`config.mk`:
```
export PLATFORM = sky130hd
export DESIGN_NAME = prime_pair_sum_finder_flat
export DESIGN_NICKNAME = d
export VERILOG_FILES = /design/src/design/ppsf_pkg.sv /design/src/design/ppsf_if.sv /design/src/design/ppsf_datapath.sv /design/src/design/ppsf_ctrl.sv /design/src/design/prime_pair_sum_finder.sv /design/src/flat_wrapper.sv
export SDC_FILE = /design/constraint.sdc
export NUM_CORES = 1
export LEC_CHECK = 0
export ABC_AREA = 0
export BUFFER_PORTS_ARGS = -buffer_cell sky130_fd_sc_hd__buf_4
export CAP_MARGIN = 10
export CORE_ASPECT_RATIO = 0.75
export CORE_MARGIN = 4
export CORE_UTILIZATION = 35
export DETAILED_ROUTE_END_ITERATION = 8
export PLACE_DENSITY_LB_ADDON = 0.12
export SLEW_MARGIN = 20
export SYNTH_ARGS = -nofsm -noshare
export SYNTH_HDL_FRONTEND = slang
export SYNTH_SLANG_ARGS = --single-unit
export TNS_END_PERCENT = 10
```
`constraint.sdc`:
```
create_clock -name i_clk -period 18.6 [get_ports i_clk]
set_clock_uncertainty 0.05 [all_clocks]
set_input_delay 2.79 -clock i_clk [delete_from_list [all_inputs] [get_ports i_clk]]
set_output_delay 2.79 -clock i_clk [all_outputs]
set_load 0.05 [all_outputs]
```
`src/design/ppsf_pkg.sv`:
```
// ============================================================================
// ppsf_pkg
// Shared types and constants for the prime pair sum finder.
// ============================================================================
`default_nettype none

package ppsf_pkg;

    localparam int unsigned NUM_WIDTH_DEF = 32;

    // result status codes
    localparam logic [1:0] ST_FOUND   = 2'd0;
    localparam logic [1:0] ST_NONE    = 2'd1;
    localparam logic [1:0] ST_INVALID = 2'd2;

    // controller -> datapath
    typedef struct packed {
        logic       load_num;   // capture number, candidate = 2
        logic       set_v_cand; // test value = candidate
        logic       set_v_pair; // test value = number - candidate
        logic       init_trial; // divisor = 3, square = 9
        logic       start_div;  // clear remainder, bit counter to msb
        logic       div_step;   // one restoring division step
        logic       next_div;   // divisor += 2
        logic       next_cand;  // candidate += 1
        logic       load_out;   // capture result fields
        logic [1:0] status;     // status code for load_out
    } t_ppsf_cmd;

    // datapath -> controller
    typedef struct packed {
        logic num_bad;   // odd or at most two
        logic cand_over; // candidate above number / 2
        logic v_le1;
        logic v_eq2;
        logic v_even;
        logic sq_gt_v;   // divisor squared exceeds test value
        logic div_last;
        logic rem_zero;
    } t_ppsf_stat;

endpackage

`default_nettype wire

```
`src/design/ppsf_if.sv`:
```
// ============================================================================
// ppsf_num_if / ppsf_res_if
// Valid/ready channels for input numbers and result items.
// ============================================================================
`default_nettype none

interface ppsf_num_if;
    logic        valid;
    logic        ready;
    logic [31:0] number;
    modport source (output valid, output number, input ready);
    modport sink   (input valid, input number, output ready);
endinterface

interface ppsf_res_if;
    logic        valid;
    logic        ready;
    logic [1:0]  status;
    logic [30:0] smaller_prime;
    logic [31:0] larger_prime;
    modport source (output valid, output status, output smaller_prime,
                    output larger_prime, input ready);
    modport sink   (input valid, input status, input smaller_prime,
                    input larger_prime, output ready);
endinterface

`default_nettype wire

```
`src/design/ppsf_datapath.sv`:
```
// ============================================================================
// ppsf_datapath
// Candidate, trial divisor, serial remainder unit and result registers.
// ============================================================================
`default_nettype none

module ppsf_datapath
    import ppsf_pkg::*;
#(
    parameter int unsigned NUM_WIDTH = NUM_WIDTH_DEF
) (
    input  wire              i_clk,
    input  wire [31:0]       i_number,
    input  var t_ppsf_cmd    i_cmd,
    output t_ppsf_stat       o_stat,
    output logic [1:0]       o_status,
    output logic [30:0]      o_smaller_prime,
    output logic [31:0]      o_larger_prime
);

    localparam int unsigned W  = NUM_WIDTH;
    localparam int unsigned CW = $clog2(W);

    logic [W-1:0]  r_num, r_cand, r_v, r_d, r_rem;
    logic [W:0]    r_sq;
    logic [CW-1:0] r_cnt;
    logic [1:0]    r_status;
    logic [30:0]   r_small;
    logic [31:0]   r_large;
    logic [W:0]    n_shift;
    logic [W-1:0]  n_rem;

    // restoring remainder step, one dividend bit per cycle
    always_comb begin
        n_shift = {r_rem, r_v[r_cnt]};
        if (n_shift >= {1'b0, r_d}) begin
            n_rem = W'(n_shift - {1'b0, r_d});
        end else begin
            n_rem = W'(n_shift);
        end
    end

    always_ff @(posedge i_clk) begin
        if (i_cmd.load_num) begin
            r_num  <= W'(i_number);
            r_cand <= W'(2);
        end
        if (i_cmd.next_cand) r_cand <= r_cand + W'(1);
        if (i_cmd.set_v_cand) r_v <= r_cand;
        if (i_cmd.set_v_pair) r_v <= r_num - r_cand;
        if (i_cmd.init_trial) begin
            r_d  <= W'(3);
            r_sq <= (W+1)'(9);
        end
        if (i_cmd.next_div) begin
            // (d+2)^2 = d^2 + 4d + 4
            r_d  <= r_d + W'(2);
            r_sq <= r_sq + (W+1)'({r_d, 2'b00}) + (W+1)'(4);
        end
        if (i_cmd.start_div) begin
            r_rem <= '0;
            r_cnt <= CW'(W-1);
        end
        if (i_cmd.div_step) begin
            r_rem <= n_rem;
            r_cnt <= r_cnt - CW'(1);
        end
        if (i_cmd.load_out) begin
            r_status <= i_cmd.status;
            if (i_cmd.status == ST_FOUND) begin
                r_small <= 31'(r_cand);
                r_large <= 32'(r_num - r_cand);
            end else begin
                r_small <= '0;
                r_large <= '0;
            end
        end
    end

    assign o_stat.num_bad   = (r_num <= W'(2)) || r_num[0];
    assign o_stat.cand_over = r_cand > (r_num >> 1);
    assign o_stat.v_le1     = r_v <= W'(1);
    assign o_stat.v_eq2     = r_v == W'(2);
    assign o_stat.v_even    = !r_v[0];
    assign o_stat.sq_gt_v   = r_sq > {1'b0, r_v};
    assign o_stat.div_last  = r_cnt == '0;
    assign o_stat.rem_zero  = r_rem == '0;

    assign o_status        = r_status;
    assign o_smaller_prime = r_small;
    assign o_larger_prime  = r_large;

endmodule

`default_nettype wire

```
`src/design/ppsf_ctrl.sv`:
```
// ============================================================================
// ppsf_ctrl
// Sequencer for the candidate scan and the trial division tests.
// ============================================================================
`default_nettype none

module ppsf_ctrl
    import ppsf_pkg::*;
(
    input  wire          i_clk,
    input  wire          i_rst_n,
    input  wire          i_in_valid,
    output logic         o_in_ready,
    output logic         o_out_valid,
    input  wire          i_out_ready,
    input  var t_ppsf_stat i_stat,
    output t_ppsf_cmd    o_cmd
);

    typedef enum logic [8:0] {
        S_IDLE  = 9'b000000001,
        S_CHECK = 9'b000000010,
        S_CAND  = 9'b000000100,
        S_PRIME = 9'b000001000,
        S_LOOP  = 9'b000010000,
        S_DIV   = 9'b000100000,
        S_MOD   = 9'b001000000,
        S_DONE  = 9'b010000000,
        S_WAIT  = 9'b100000000
    } t_state;

    t_state r_state, n_state;
    logic   r_pair, n_pair;   // second test of the pair in progress
    logic   r_out_valid, n_out_valid;
    logic   pass, fail;
    logic [1:0] r_res, n_res;

    assign o_in_ready  = r_state == S_IDLE;
    assign o_out_valid = r_out_valid;

    always_comb begin
        n_state     = r_state;
        n_pair      = r_pair;
        n_res       = r_res;
        n_out_valid = r_out_valid && !i_out_ready;
        o_cmd       = '0;
        o_cmd.status = r_res;
        pass        = 1'b0;
        fail        = 1'b0;
        case (r_state)
            S_IDLE: begin
                if (i_in_valid) begin
                    o_cmd.load_num = 1'b1;
                    n_state = S_CHECK;
                end
            end
            S_CHECK: begin
                if (i_stat.num_bad) begin
                    n_res   = ST_INVALID;
                    n_state = S_DONE;
                end else begin
                    n_state = S_CAND;
                end
            end
            S_CAND: begin
                if (i_stat.cand_over) begin
                    n_res   = ST_NONE;
                    n_state = S_DONE;
                end else begin
                    o_cmd.set_v_cand = 1'b1;
                    n_pair  = 1'b0;
                    n_state = S_PRIME;
                end
            end
            S_PRIME: begin
                if (i_stat.v_le1) begin
                    fail = 1'b1;
                end else if (i_stat.v_eq2) begin
                    pass = 1'b1;
                end else if (i_stat.v_even) begin
                    fail = 1'b1;
                end else begin
                    o_cmd.init_trial = 1'b1;
                    n_state = S_LOOP;
                end
            end
            S_LOOP: begin
                if (i_stat.sq_gt_v) begin
                    pass = 1'b1;
                end else begin
                    o_cmd.start_div = 1'b1;
                    n_state = S_DIV;
                end
            end
            S_DIV: begin
                o_cmd.div_step = 1'b1;
                if (i_stat.div_last) n_state = S_MOD;
            end
            S_MOD: begin
                if (i_stat.rem_zero) begin
                    fail = 1'b1;
                end else begin
                    o_cmd.next_div = 1'b1;
                    n_state = S_LOOP;
                end
            end
            S_DONE: begin
                if (!r_out_valid || i_out_ready) begin
                    o_cmd.load_out = 1'b1;
                    n_out_valid = 1'b1;
                    n_state = S_IDLE;
                end
            end
            default: n_state = S_IDLE;
        endcase
        if (pass) begin
            if (r_pair) begin
                n_res   = ST_FOUND;
                n_state = S_DONE;
            end else begin
                o_cmd.set_v_pair = 1'b1;
                n_pair  = 1'b1;
                n_state = S_PRIME;
            end
        end
        if (fail) begin
            o_cmd.next_cand = 1'b1;
            n_state = S_CAND;
        end
    end

    always_ff @(posedge i_clk) begin
        if (!i_rst_n) begin
            r_state     <= S_IDLE;
            r_pair      <= 1'b0;
            r_out_valid <= 1'b0;
            r_res       <= ST_NONE;
        end else begin
            r_state     <= n_state;
            r_pair      <= n_pair;
            r_out_valid <= n_out_valid;
            r_res       <= n_res;
        end
    end

endmodule

`default_nettype wire

```
`src/design/prime_pair_sum_finder.sv`:
```
// ============================================================================
// prime_pair_sum_finder
// Splits an even number into two primes, smallest first prime, by trial
// division.
// ============================================================================
//
//   channel   dir  payload                                 transfer when
//   i_num     in   number[31:0]                            valid && ready
//   o_res     out  status[1:0], smaller_prime[30:0],       valid && ready
//                  larger_prime[31:0]
//
// Operation: candidates p = 2, 3, ... are scanned up to number/2; each test of
// p and number-p runs trial division by odd divisors up to the square root,
// and every divisor goes through the bit-serial remainder unit, one dividend
// bit at a time. A prime near 2^32 needs about 32768 divisors, so inputs
// near the top of the 32-bit range are the slowest.
// Reset: synchronous, active low; clears the controller and output valid.
// Stalls: one item at a time; a finished result waits in the output
// register and the next number is taken while it waits.
// ============================================================================
`default_nettype none

module prime_pair_sum_finder
    import ppsf_pkg::*;
#(
    parameter int unsigned NUM_WIDTH = NUM_WIDTH_DEF
) (
    input  wire         i_clk,
    input  wire         i_rst_n,
    ppsf_num_if.sink    i_num,
    ppsf_res_if.source  o_res
);

    t_ppsf_cmd  cmd;
    t_ppsf_stat stat;

    ppsf_ctrl u_ctrl (
        .i_clk       (i_clk),
        .i_rst_n     (i_rst_n),
        .i_in_valid  (i_num.valid),
        .o_in_ready  (i_num.ready),
        .o_out_valid (o_res.valid),
        .i_out_ready (o_res.ready),
        .i_stat      (stat),
        .o_cmd       (cmd)
    );

    ppsf_datapath #(
        .NUM_WIDTH (NUM_WIDTH)
    ) u_dp (
        .i_clk           (i_clk),
        .i_number        (i_num.number),
        .i_cmd           (cmd),
        .o_stat          (stat),
        .o_status        (o_res.status),
        .o_smaller_prime (o_res.smaller_prime),
        .o_larger_prime  (o_res.larger_prime)
    );

    // an accepted number keeps the input closed for the next cycle
    a_busy_after_take: assert property (@(posedge i_clk) disable iff (!i_rst_n)
        (i_num.valid && i_num.ready) |=> !i_num.ready)
        else $error("input ready right after a transfer");

    // a found pair always carries a nonzero first prime
    a_found_nonzero: assert property (@(posedge i_clk) disable iff (!i_rst_n)
        (o_res.valid && o_res.status == ST_FOUND) |-> o_res.smaller_prime != '0)
        else $error("found pair with zero prime");

    // only defined status codes leave the block
    a_status_code: assert property (@(posedge i_clk) disable iff (!i_rst_n)
        o_res.valid |-> (o_res.status == ST_FOUND || o_res.status == ST_NONE ||
                         o_res.status == ST_INVALID))
        else $error("undefined status code");

endmodule

`default_nettype wire

```
`src/flat_wrapper.sv`:
```
// flat-port wrapper written by rule: the top's interface ports become plain ports
module prime_pair_sum_finder_flat import ppsf_pkg::*;
#(
    parameter int unsigned NUM_WIDTH = NUM_WIDTH_DEF
)
  (i_clk, i_rst_n, i_num_valid, i_num_number, i_num_ready, o_res_valid, o_res_status, o_res_smaller_prime, o_res_larger_prime, o_res_ready);
  ppsf_num_if i_num_i ();
  ppsf_res_if o_res_i ();
  input  wire i_clk;
  input  wire i_rst_n;
  input wire logic [$bits(i_num_i.valid)-1:0] i_num_valid;
  input wire logic [$bits(i_num_i.number)-1:0] i_num_number;
  output wire logic [$bits(i_num_i.ready)-1:0] i_num_ready;
  output wire logic [$bits(o_res_i.valid)-1:0] o_res_valid;
  output wire logic [$bits(o_res_i.status)-1:0] o_res_status;
  output wire logic [$bits(o_res_i.smaller_prime)-1:0] o_res_smaller_prime;
  output wire logic [$bits(o_res_i.larger_prime)-1:0] o_res_larger_prime;
  input wire logic [$bits(o_res_i.ready)-1:0] o_res_ready;
  assign i_num_i.valid = i_num_valid;
  assign i_num_i.number = i_num_number;
  assign i_num_ready = i_num_i.ready;
  assign o_res_valid = o_res_i.valid;
  assign o_res_status = o_res_i.status;
  assign o_res_smaller_prime = o_res_i.smaller_prime;
  assign o_res_larger_prime = o_res_i.larger_prime;
  assign o_res_i.ready = o_res_ready;
  prime_pair_sum_finder #(.NUM_WIDTH(NUM_WIDTH)) u_core (.i_clk(i_clk), .i_rst_n(i_rst_n), .i_num(i_num_i), .o_res(o_res_i));
endmodule
```
; ---- After elaboration in Yosys (flattened, before gate mapping)
; Cells that the tools add are included.
[word_totals]
reg_bits = 276
out_inout_bits = 67
wordCells = 136
[classes]
n_addsub = 7
magnitude_cmp = 6
eq_ne = 25
mux = 67
n_bitwise = 1
n_reduce_logical = 15
[ops]
columns = operator, n
row1 = $mux 32, 9
row2 = $mux 9, 9
row3 = $pmux 9 s8, 1
row4 = $mux 33, 2
row5 = $sub 32x32->32, 2
row6 = $add 33x3->33 const B, 1
row7 = $add 33x33->33, 1
row8 = $ge 33x32->1, 1
row9 = $gt 33x32->1, 1
row10 = $add 32x1->32 const B, 1
row11 = $add 32x2->32 const B, 1
row12 = $eq 32x2->1 const B, 1
row13 = $gt 32x31->1, 1
row14 = $le 32x1->1 const B, 1
row15 = $le 32x2->1 const B, 1
row16 = $logic_not 32->1, 1
row17 = $mux 1, 32
row18 = $mux 8, 3
row19 = $ne 4x4->1 const B, 6
row20 = $ne 3x3->1 const B, 6
row21 = $reduce_and 8->1, 2
row22 = $mux 5, 2
row23 = $eq 9x1->1 const B, 1
row24 = $eq 9x2->1 const B, 1
row25 = other kinds (24), 34

; ---- Logic depth before layout (Yosys ltp)
; Gate-level depths: netlist (run 1).
[depth]
ltp_word = 6
mapped_depth = 19

; ---- Hierarchy
; From an unflattened synthesis (run 1), not the netlist that was laid out.
[hier_totals]
hier_cells = 1815
area_unflattened_um2 = 18327.6
[by_module_without_submodules]
columns = module, n_inst, cells_per_inst, area_per_inst_um2
row1 = ppsf_datapath, 1, 1721, 17573.1
row2 = ppsf_ctrl, 1, 94, 754.5

; ---- Worst setup path after synthesis (run 1)
; OpenSTA, ideal clock, no wires.
[synth_timing]
path_type = input port to flip-flop
from = in o_res_ready
to = reg u_core.u_dp.r_large[0], in the netlist u_core.u_dp.o_larger_prime[0] (enable)
setup_time_ns = 0.495
arrival_time_ns = 5.815
required_ns = 18.055
path_slack_ns = 12.239
cell_stages = 2
cell_sequence = nand2b_1 nor2b_1
[synth_lines]
columns = item, line
row1 = "start, declared", flat_wrapper.sv:18  ; input wire logic [$bits(o_res_i.ready)-1:0] o_res_ready;
row2 = "end signal, assigned", ppsf_datapath.sv:72  ; r_large <= 32'(r_num - r_cand);
row3 = "end, declared", ppsf_datapath.sv:29  ; logic [31:0] r_large;

; ---- Worst setup path in the final report (run 1)
[layout_timing]
from = reg u_core.u_dp.r_cnt[0]
to = reg u_core.u_dp.r_rem[30] (data pin)
[layout_between]
elab_chain_cells = 5
[layout_lines]
columns = item, line
row1 = "start, declared", ppsf_datapath.sv:26  ; logic [CW-1:0] r_cnt;
row2 = "start signal, assigned", ppsf_datapath.sv:62  ; r_cnt <= CW'(W-1);
row3 = "start signal, assigned", ppsf_datapath.sv:66  ; r_cnt <= r_cnt - CW'(1);
row4 = $bmux 1 s5 (*), ppsf_datapath.sv:35  ; n_shift = {r_rem, r_v[r_cnt]};
row5 = $mux 1 (implied by the code) (*), ppsf_datapath.sv:35
row6 = $sub 32x32->32 / $ge 33x32->1 (equally long branches), "ppsf_datapath.sv:37, ppsf_datapath.sv:36"
row7 = $mux 32 (*), ppsf_datapath.sv:36  ; if (n_shift >= {1'b0, r_d}) begin
row8 = $mux 32 (*), ppsf_datapath.sv:64  ; if (i_cmd.div_step) begin
row9 = "end signal, assigned", ppsf_datapath.sv:65  ; r_rem <= n_rem;
row10 = "end, declared", ppsf_datapath.sv:24  ; logic [W-1:0] r_num, r_cand, r_v, r_d, r_rem;
; Mark *: on every way between the ends. The rest lies on a longest branch, timed or not. The select of a mux whose other input is x is not followed.
; A chain may end at the register's enable or synchronous reset.

==> results of run 1 <==
-- power groups by stage --
stage                     clock network (mW)  logic (mW)  registers [mW]
after floorplan                            0       0.108           0.701
after global placement                     0       0.157           0.707
after detailed placement                   0       0.157           0.707
after CTS                              0.667       0.158           0.694
after global routing                   0.693       0.177           0.695
final                                  0.648       0.159           0.694
-- final timing paths --
| kind | to | slack [ns] | depth (start not counted) | from |
|---|---|---|---|---|
| worst max register to register | u_core.u_dp.r_rem[30]$_SDFFCE_PN0P_ | 13.59 | 18 | u_core.u_dp.r_cnt[0]$_SDFFCE_PN1P_ |
| worst min-delay path | u_core.u_ctrl.r_pair$_SDFF_PN0_ | 0.43 | 2 | u_core.u_ctrl.r_pair$_SDFF_PN0_ |
| worst min register to register | u_core.u_ctrl.r_pair$_SDFF_PN0_ | 0.43 | 2 | u_core.u_ctrl.r_pair$_SDFF_PN0_ |
| worst max-delay path | u_core.u_dp.r_rem[30]$_SDFFCE_PN0P_ | 13.59 | 18 | u_core.u_dp.r_cnt[0]$_SDFFCE_PN1P_ |
-- Yosys cell counts, types with 31 or more instances --
cell / n / area (sq um)
nand3_1: 50 / 250.2
nor4_1: 31 / 193.9
mux2i_1: 38 / 380.4
a21oi_1: 85 / 425.4
nand4_1: 31 / 193.9
clkbuf_1: 33 / 123.9
nor3_1: 43 / 215.2
o21ai_0: 85 / 425.4
inv_1: 152 / 570.6
nor2_1: 246 / 923.4
ha_1: 183 / 2290
nand2_1: 109 / 409.1
edfxtp_1: 259 / 7777
xnor2_1: 106 / 928.4
a21o_1: 54 / 405.4
xor2_1: 37 / 324.1
-- routing by layer --
metal | wire, um | up-vias
li1 | - | 6701
met1 | 26150 | 6421
met2 | 19150 | 329
met3 | 2763 | 42
met4 | 742 | 0
met5 | 0 | -
-- worst reg2reg max path: stages (launching register included) --
cell and delay [ns]:
edfxtp_1 0.96, mux2i_1 0.19, a22oi_1 0.21, nand3b_1 0.11, a21o_1 0.25, and3_1 0.21
inv_1 0.12, fa_1 0.24, and3_1 0.22, o21ai_1 0.13, a311oi_1 0.46, o211ai_1 0.21
a31oi_1 0.35, a21oi_1 0.20, o311ai_0 0.34, o211ai_1 0.17, xnor2_1 0.15, mux2i_1 0.13
nor2_1 0.05
-- registers in the layout (all words and copies together) (netlist names) --
register,cells
u_core.u_dp.o_larger_prime,32
u_core.u_dp.r_cand,32
u_core.u_dp.r_num,32
u_core.u_dp.r_rem,32
u_core.u_dp.r_v,32
u_core.u_dp.o_smaller_prime,31
u_core.u_dp.r_d,31
u_core.u_dp.r_sq,30
u_core.u_ctrl.r_state,8
u_core.u_dp.r_cnt,5
u_core.u_ctrl.r_res,2
u_core.u_dp.o_status,2
u_core.u_ctrl.o_out_valid,1
u_core.u_ctrl.r_pair,1
-- metrics by stage --
stage	instance area [sq um]	utilization
after detailed placement	19500	0.3872
after global placement	19500	0.3872
after CTS	20560	0.4082
after global routing	20560	0.4082
final	20560	0.4082
after floorplan	17930	-
-- cells by family after synthesis --
group / synth area share
DFF: 0.4471
buffers and inverters: 0.04207
AOI/OAI and AO/OA: 0.1225
adders and majority gates: 0.1310
xor gates and xnor gates: 0.06984
muxes: 0.02121
and+or+nand+nor: 0.1662
-- final cells by class --
type	count	area, sq um
clock buffers	37	787.0
clock inverters	19	270.3
fillers	4942	29810
inverters	152	570.5
multi-input cells	1333	9206
flip-flops and latches	271	8018
well taps	657	822.0
repair buffers	118	885.9
==> results.md, run 1 <==
* Status: finished clean
* Global route overflow at 0
* Sink Count at 271
* Clock tree buffer depth at 3
* Drt wl/cell at 18.87 um
* Crit-path leading delay family: compound AO/OA/AOI/OAI gates
* Clock root cell: clkbuf_16
* DRC violations left at 0
* Share of layout cells above drive strength 1 at 0.09948
* Height of the die at 204.0 um
* Peak Freq at 199.5 MHz
* Met1 Use GR at 0.2839
* Critical Path Slowest Stage Cell: edfxtp_1
* Power consumption at 1.500 mW
* Postcts setup bufs at 0
* Final Net Count at 2128
* Met2 Use GR at 0.2495
* Avg Cell Area, Syn at 9.990 sq um
* Initial antenna violation count at 0
* Fin Setup TNS at 0 ns
* Worst-path clk slew at 0.06 ns
* Synth warnings at 0
* Area Overhead vs Synth at 14.65%
* Pre-CTS setup slack at 13.74 ns
* RSZ-0062 raised after global routing: false
* Crit-path max cell delay at 0.96 ns
* Num rows at 71
* Vias in the first global route at 13.12k
* Lkg Pwr at 8.589 nW
* Critical path class: register to register
* Initial core utilization at 0.3560
* Clock power frac at 0.432
* CTS tree: built
* Largest net degree at the start of global routing at 67
* Worst Max-Slew Pin Slew at 0.9291 ns
* CTS Buf Count at 30
* Skew-Pair Late Insertion Delay at 0.59 ns
* Seq cells post-synth at 271
* Fin Hold WS at 0.4314 ns
* Final setup viols at 0
* Gpl congestion at 0.8565
* VDD IR-drop max at 0.07130 mV
* Cell area power density at 72.97 mW/mm^2
* Routed wire length at 48810 um
* Worst slew margin at 0.3806
* Setup slack after layout at 13.59 ns
* Final std cells w/o fill at 2587
* DR iter-0 viols at 1139
* Count of cells resized by post-cts repair at 0
* Unique cell type count in the Yosys netlist at 67
* Fraction of registers with async set/reset at 0
* Post-Syn Area at 0.01793 sq mm
* Most frequent cells in the layout: 259 x edfxtp_1, 246 x nor2_1, 183 x ha_1
* Hold Vio Cnt, Final at 0
* Share of power burned in registers at 0.463
* Syn Nets at 2017
* Met3 GRT Util at 0.02371
* DP Cell Count at 2531
* GRT busiest layer: met1
* # hold bufs at CTS at 0
* WP data required at 18.87 ns
* EDFF count, synth at 259
* Via density at 5.216
* Crit path launch type: register
* Arr. time, crit path at 5.28 ns
* Worst hold path class: register to register
* Crit-path max FO at 19
* Sw Share at 0.2510
* Tmin final at 5.012 ns
* CP Buf/Inv Count at 1
* Switch Pwr at 0.3765 mW
* Max-cap violations at 0
* TritonRoute pass-1 iters at 5
* Total GRT Usage at 0.1752
* Port Buffers at 102
* Seq/Total Area, Yosys at 0.4471
* Final ANT Viol Nets at 0
* Synth Flop Type: edfxtp_1
* Critical-path cell list: mux2i_1 > a22oi_1 > nand3b_1 > a21o_1 > and3_1 > inv_1 > fa_1 > and3_1 > o21ai_1 > a311oi_1 > o211ai_1 > a31oi_1 > a21oi_1 > o311ai_0 > o211ai_1 > xnor2_1 > mux2i_1 > nor2_1
* Num ports at 103
* DP HPWL at 36740 um
* Vias after detailed routing at 13.49k
* H-tree depth at 1
* Comb pwr share at 0.106
* DIE AREA at 0.05496 sq mm
* Count of pins over their slew limit at 0
* Critical Path Sink Type: register
* Core Region at 0.05037 sq mm
* Int Power at 1.124 mW
* # diodes at 0
* Cell count after synthesis at 1795
* Final Cycle Share at 0.2694
* Die extent in x at 269.4 um
* Commonest non-fill, non-tap cell in the layout: edfxtp_1
* First-pass GRT wire length at 77290 um
No activity file was read; power rests on OpenSTA's default activity.
==> run 2: changes to the inputs <==
--- a/config.mk
+++ b/config.mk
@@ -5,7 +5,7 @@
 export SDC_FILE = /design/constraint.sdc
 export NUM_CORES = 1
 export LEC_CHECK = 0
-export ABC_AREA = 0
+export ABC_AREA = 1
 export BUFFER_PORTS_ARGS = -buffer_cell sky130_fd_sc_hd__buf_4
 export CAP_MARGIN = 10
 export CORE_ASPECT_RATIO = 0.75
==> constraint.sdc (replaced) <==
create_clock -name i_clk -period 4.16 [get_ports i_clk]
set_clock_uncertainty 0.05 [all_clocks]
set_input_delay 0.624 -clock i_clk [delete_from_list [all_inputs] [get_ports i_clk]]
set_output_delay 0.624 -clock i_clk [all_outputs]
set_load 0.05 [all_outputs]
==> run 2 against run 1 <==
  * Total power grew to 6.2 times the previous value
  * Critical path depth is 4 higher
  * Count of clock-buffer cells in the layout stayed put
  * Register-to-register slack worse by 13 ns
  * Sequential power grew to 5.1 times the previous value
  * Global-route usage is 2.3 points higher
  * Critical endpoint is now u_core.u_dp.r_rem[18]$_SDFFCE_PN0P_
  * Sequential share of layout area is 1.9 points lower
  * Synthesized area is 5.0% higher
  * First-iteration DRC count is 29% higher
  * Clock power grew to 4.4 times the previous value
  * Final area is 5.1% higher
  * Critical path type unchanged
==> results.md, run 2 <==
* Seq/Total Area, Yosys at 0.4260 (-0.02116)
* Initial core utilization at 0.3547 (-0.001310)
* Post-Syn Area at 0.01882 sq mm (+5.0%)
* Worst Max-Slew Pin Slew at 0.9681 ns (+0.03904 ns)
* Drt wl/cell at 18.63 um (-1.3%)
* # diodes at 0 (unchanged)
* Lkg Pwr at 9.268 nW (+7.9%)
* Core Region at 0.05307 sq mm (+5.4%)
* R2R Setup Slk at 0.29 ns (-13.30 ns)
* Worst-path clk slew at 0.06 ns (about the same)
* Crit-path max FO at 5 (-14)
* Share of power burned in registers at 0.380 (-0.083)
* Fraction of registers with async set/reset at 0 (unchanged)
* Area Overhead vs Synth at 14.82%
* VDD IR-drop max at 0.2902 mV (+310%)
* Vias in the first global route at 14.95k (+14%)
* Clock tree buffer depth at 3 (unchanged)
* Unique cell type count in the Yosys netlist at 52 (-22%)
* Crit-path max cell delay at 0.51 ns (-0.45 ns)
* Max-cap violations at 0 (unchanged)
* Fin Hold WS at 0.1642 ns (-0.2672 ns)
* H-tree depth at 1 (unchanged)
* Synth cell count leaders: 403 x nand2_1, 302 x inv_1, 259 x edfxtp_1
* Crit-path leading delay family: simple AND/OR/NAND/NOR gates
* Hold Vio Cnt, Final at 0 (unchanged)
* Cell area power density at 433.0 mW/mm^2 (+490%)
* Final setup viols at 0 (unchanged)
* Syn Nets at 2462 (+22%)
* Total GRT Usage at 0.1980 (+0.02281)
* Synth warnings at 0 (unchanged)
* Num ports at 103 (unchanged)
* Global route overflow at 0 (unchanged)
* Top-area cell type share of the netlist area at 0.4132 (-0.02053)
* Worst slew margin at 0.3546 (-0.02602)
* DRC violations left at 0 (unchanged)
* Initial antenna violation count at 0 (unchanged)
* Most common cell in the netlist: nand2_1
* Critical Path Sink Type: register
* Switch Pwr at 3.468 mW (+820%)
* Critical Path Slowest Stage Cell: o21ai_0
* Port Buffers at 102 (unchanged)
* Num rows at 73 (+2.8%)
* Via density at 5.200 (-0.31%)
* Power consumption at 9.358 mW (+520%)
* CTS Buf Count at 31 (+3.3%)
* DR iter-0 viols at 1467 (+29%)
* Crit path launch type: register
* RSZ-0062 raised after global routing: false
* Count of pins over their slew limit at 0 (unchanged)
* Largest net degree at the start of global routing at 64 (-4.5%)
* CP Buf/Inv Count at 2 (+1)
* DIE AREA at 0.05759 sq mm (+4.8%)
* Avg Cell Area, Syn at 8.403 sq um (-16%)
* CTS tree: built
* Gpl congestion at 0.9258 (+8.1%)
* Most frequent cells in the layout: 403 x nand2_1, 302 x inv_1, 259 x edfxtp_1
* Share of layout cells above drive strength 1 at 0.09719 (-0.002289)
* Clock power frac at 0.301 (-0.131)
* Sink Count at 271 (unchanged)
* Commonest non-fill, non-tap cell in the layout: nand2_1
* Height of the die at 208.8 um (+2.4%)
* EDFF count, synth at 259 (unchanged)
* Critical-path cell list: inv_1 > nor2_1 > nand3_1 > nand2_1 > nor2_1 > nand2_1 > nand2_1 > inv_2 > fa_1 > nand3_1 > nand2_1 > nand3_1 > nand2_1 > nand2_1 > nand3_1 > a21oi_1 > o21ai_0 > nand2_1 > nand3_1 > nand3_1 > o21ai_0 > nor2_1
* Critical path class: register to register
* Clock root cell: clkbuf_16
* Status: finished clean
* Arr. time, crit path at 4.14 ns (-1.14 ns)
* Vias after detailed routing at 16.11k (+19%)
* Final Cycle Share at 0.9296 (+0.6601)
* Synth Flop Type: edfxtp_1
* Die extent in x at 275.8 um (+2.4%)
* Final Net Count at 2586 (+22%)
* Peak Freq at 258.6 MHz (+30%)
* Final ANT Viol Nets at 0 (unchanged)
* WP data required at 4.43 ns (-14.44 ns)
* Tmin final at 3.867 ns (-1.145 ns)
* Skew-Pair Late Insertion Delay at 0.59 ns (about the same)
* Top cells by area, synth: edfxtp_1 41%, ha_1 12%, nand2_1 8.0%
* First-pass GRT wire length at 89710 um (+16%)
* Comb pwr share at 0.319 (+0.213)
* Most common cell on crit path: nand2_1
* Routed wire length at 57720 um (+18%)
* Cell count after synthesis at 2240 (+25%)
* TritonRoute pass-1 iters at 5 (unchanged)
* Synth area leader: edfxtp_1
* DP HPWL at 45490 um (+24%)
* Seq cells post-synth at 271 (unchanged)
* Int Power at 5.890 mW (+420%)
* # hold bufs at CTS at 0 (unchanged)
* Worst hold path class: input pin to register
* Sw Share at 0.3706 (+0.1196)
==> run 2: changes by cell type after synthesis, sizes merged, moves of 27 or more <==
| cell | delta |
|---|---|
| nand2 | +302 |
| mux2i | -38 |
| nand3 | +59 |
| o21ai | +60 |
| nor2 | +27 |
| xnor2 | -77 |
| a21o | -40 |
| inv | +155 |
| a21oi | +124 |
==> run 2: worst register-to-register path, cell delays in order (launching register included) <==
cell,delay (ns)
edfxtp_1,0.44
inv_1,0.15
nor2_1,0.29
nand3_1,0.15
nand2_1,0.08
nor2_1,0.04
nand2_1,0.10
nand2_1,0.15
inv_2,0.13
fa_1,0.23
nand3_1,0.08
nand2_1,0.12
nand3_1,0.08
nand2_1,0.13
nand2_1,0.07
nand3_1,0.20
a21oi_1,0.15
o21ai_0,0.51
nand2_1,0.15
nand3_1,0.10
nand3_1,0.07
o21ai_0,0.09
nor2_1,0.06
==> run 2: kinds of logic (layout without fill, tap and decap cells) <==
logic type / after synthesis / in the layout / synth area share
simple gates: 936 / 936 / 0.2213
compound gates: 443 / 443 / 0.1292
buf+inv: 341 / 488 / 0.06940
flops: 271 / 271 / 0.4260
fa+ha+maj: 186 / 186 / 0.1248
xor+xnor: 63 / 63 / 0.02931
==> run 2: stage by stage <==
stage	TNS, ns	setup slack, ns	std cells	util	instance area [sq um]
floorplan	-17.80	-0.5562	2240	-	18830
global placement	0	0.4404	3043	0.3879	20580
detailed placement	0	0.3735	3043	0.3879	20580
CTS	0	0.3542	3099	0.4072	21610
global route	0	0.005591	3099	0.4073	21610
finish	0	0.2930	3099	0.4073	21610
==> run 2: cell type report <==
class                      count  area, sq um
fill                        5405        31460
tap                          712        890.9
timing repair buffer         125        988.4
inverter                     307         1152
sequential                   271         8018
clock inverter                19        207.7
clock buffer                  37        818.3
multi-input combinational   1628         9537
==> run 2: worst paths after layout <==
kind / startpoint / endpoint / depth (start not counted)
min reg2reg: u_core.u_ctrl.r_res[1]$_SDFF_PN0_ / u_core.u_dp.o_status[1]$_DFFE_PP_ / 0
max: u_core.u_dp.r_cnt[2]$_SDFFCE_PN1P_ / u_core.u_dp.r_rem[18]$_SDFFCE_PN0P_ / 22
max reg2reg: u_core.u_dp.r_cnt[2]$_SDFFCE_PN1P_ / u_core.u_dp.r_rem[18]$_SDFFCE_PN0P_ / 22
min: i_num_number[6] / u_core.u_dp.r_num[6]$_DFFE_PP_ / 1
==> run 2: repair_timing <==
action                                  CTS  global route
buffers inserted                          0             0
endpoints found under the setup margin    0             2
resized for setup                         0             1
==> run 2: metal layers <==
layer	GRT usage	share of wire	wire (um)
met4	0.02809	0.014	804
met3	0.02813	0.066	3805
met1	0.3416	0.55	31720
met5	0	0	0
met2	0.2579	0.37	21390
==> run 2: power groups by stage <==
stage | sequential [mW] | combinational, mW | clock (mW)
global route | 3.59 | 3.35 | 3.03
finish | 3.56 | 2.98 | 2.82
CTS | 3.56 | 2.96 | 2.90
floorplan | 3.54 | 2.04 | 0
detailed placement | 3.61 | 2.94 | 0
global placement | 3.61 | 2.92 | 0
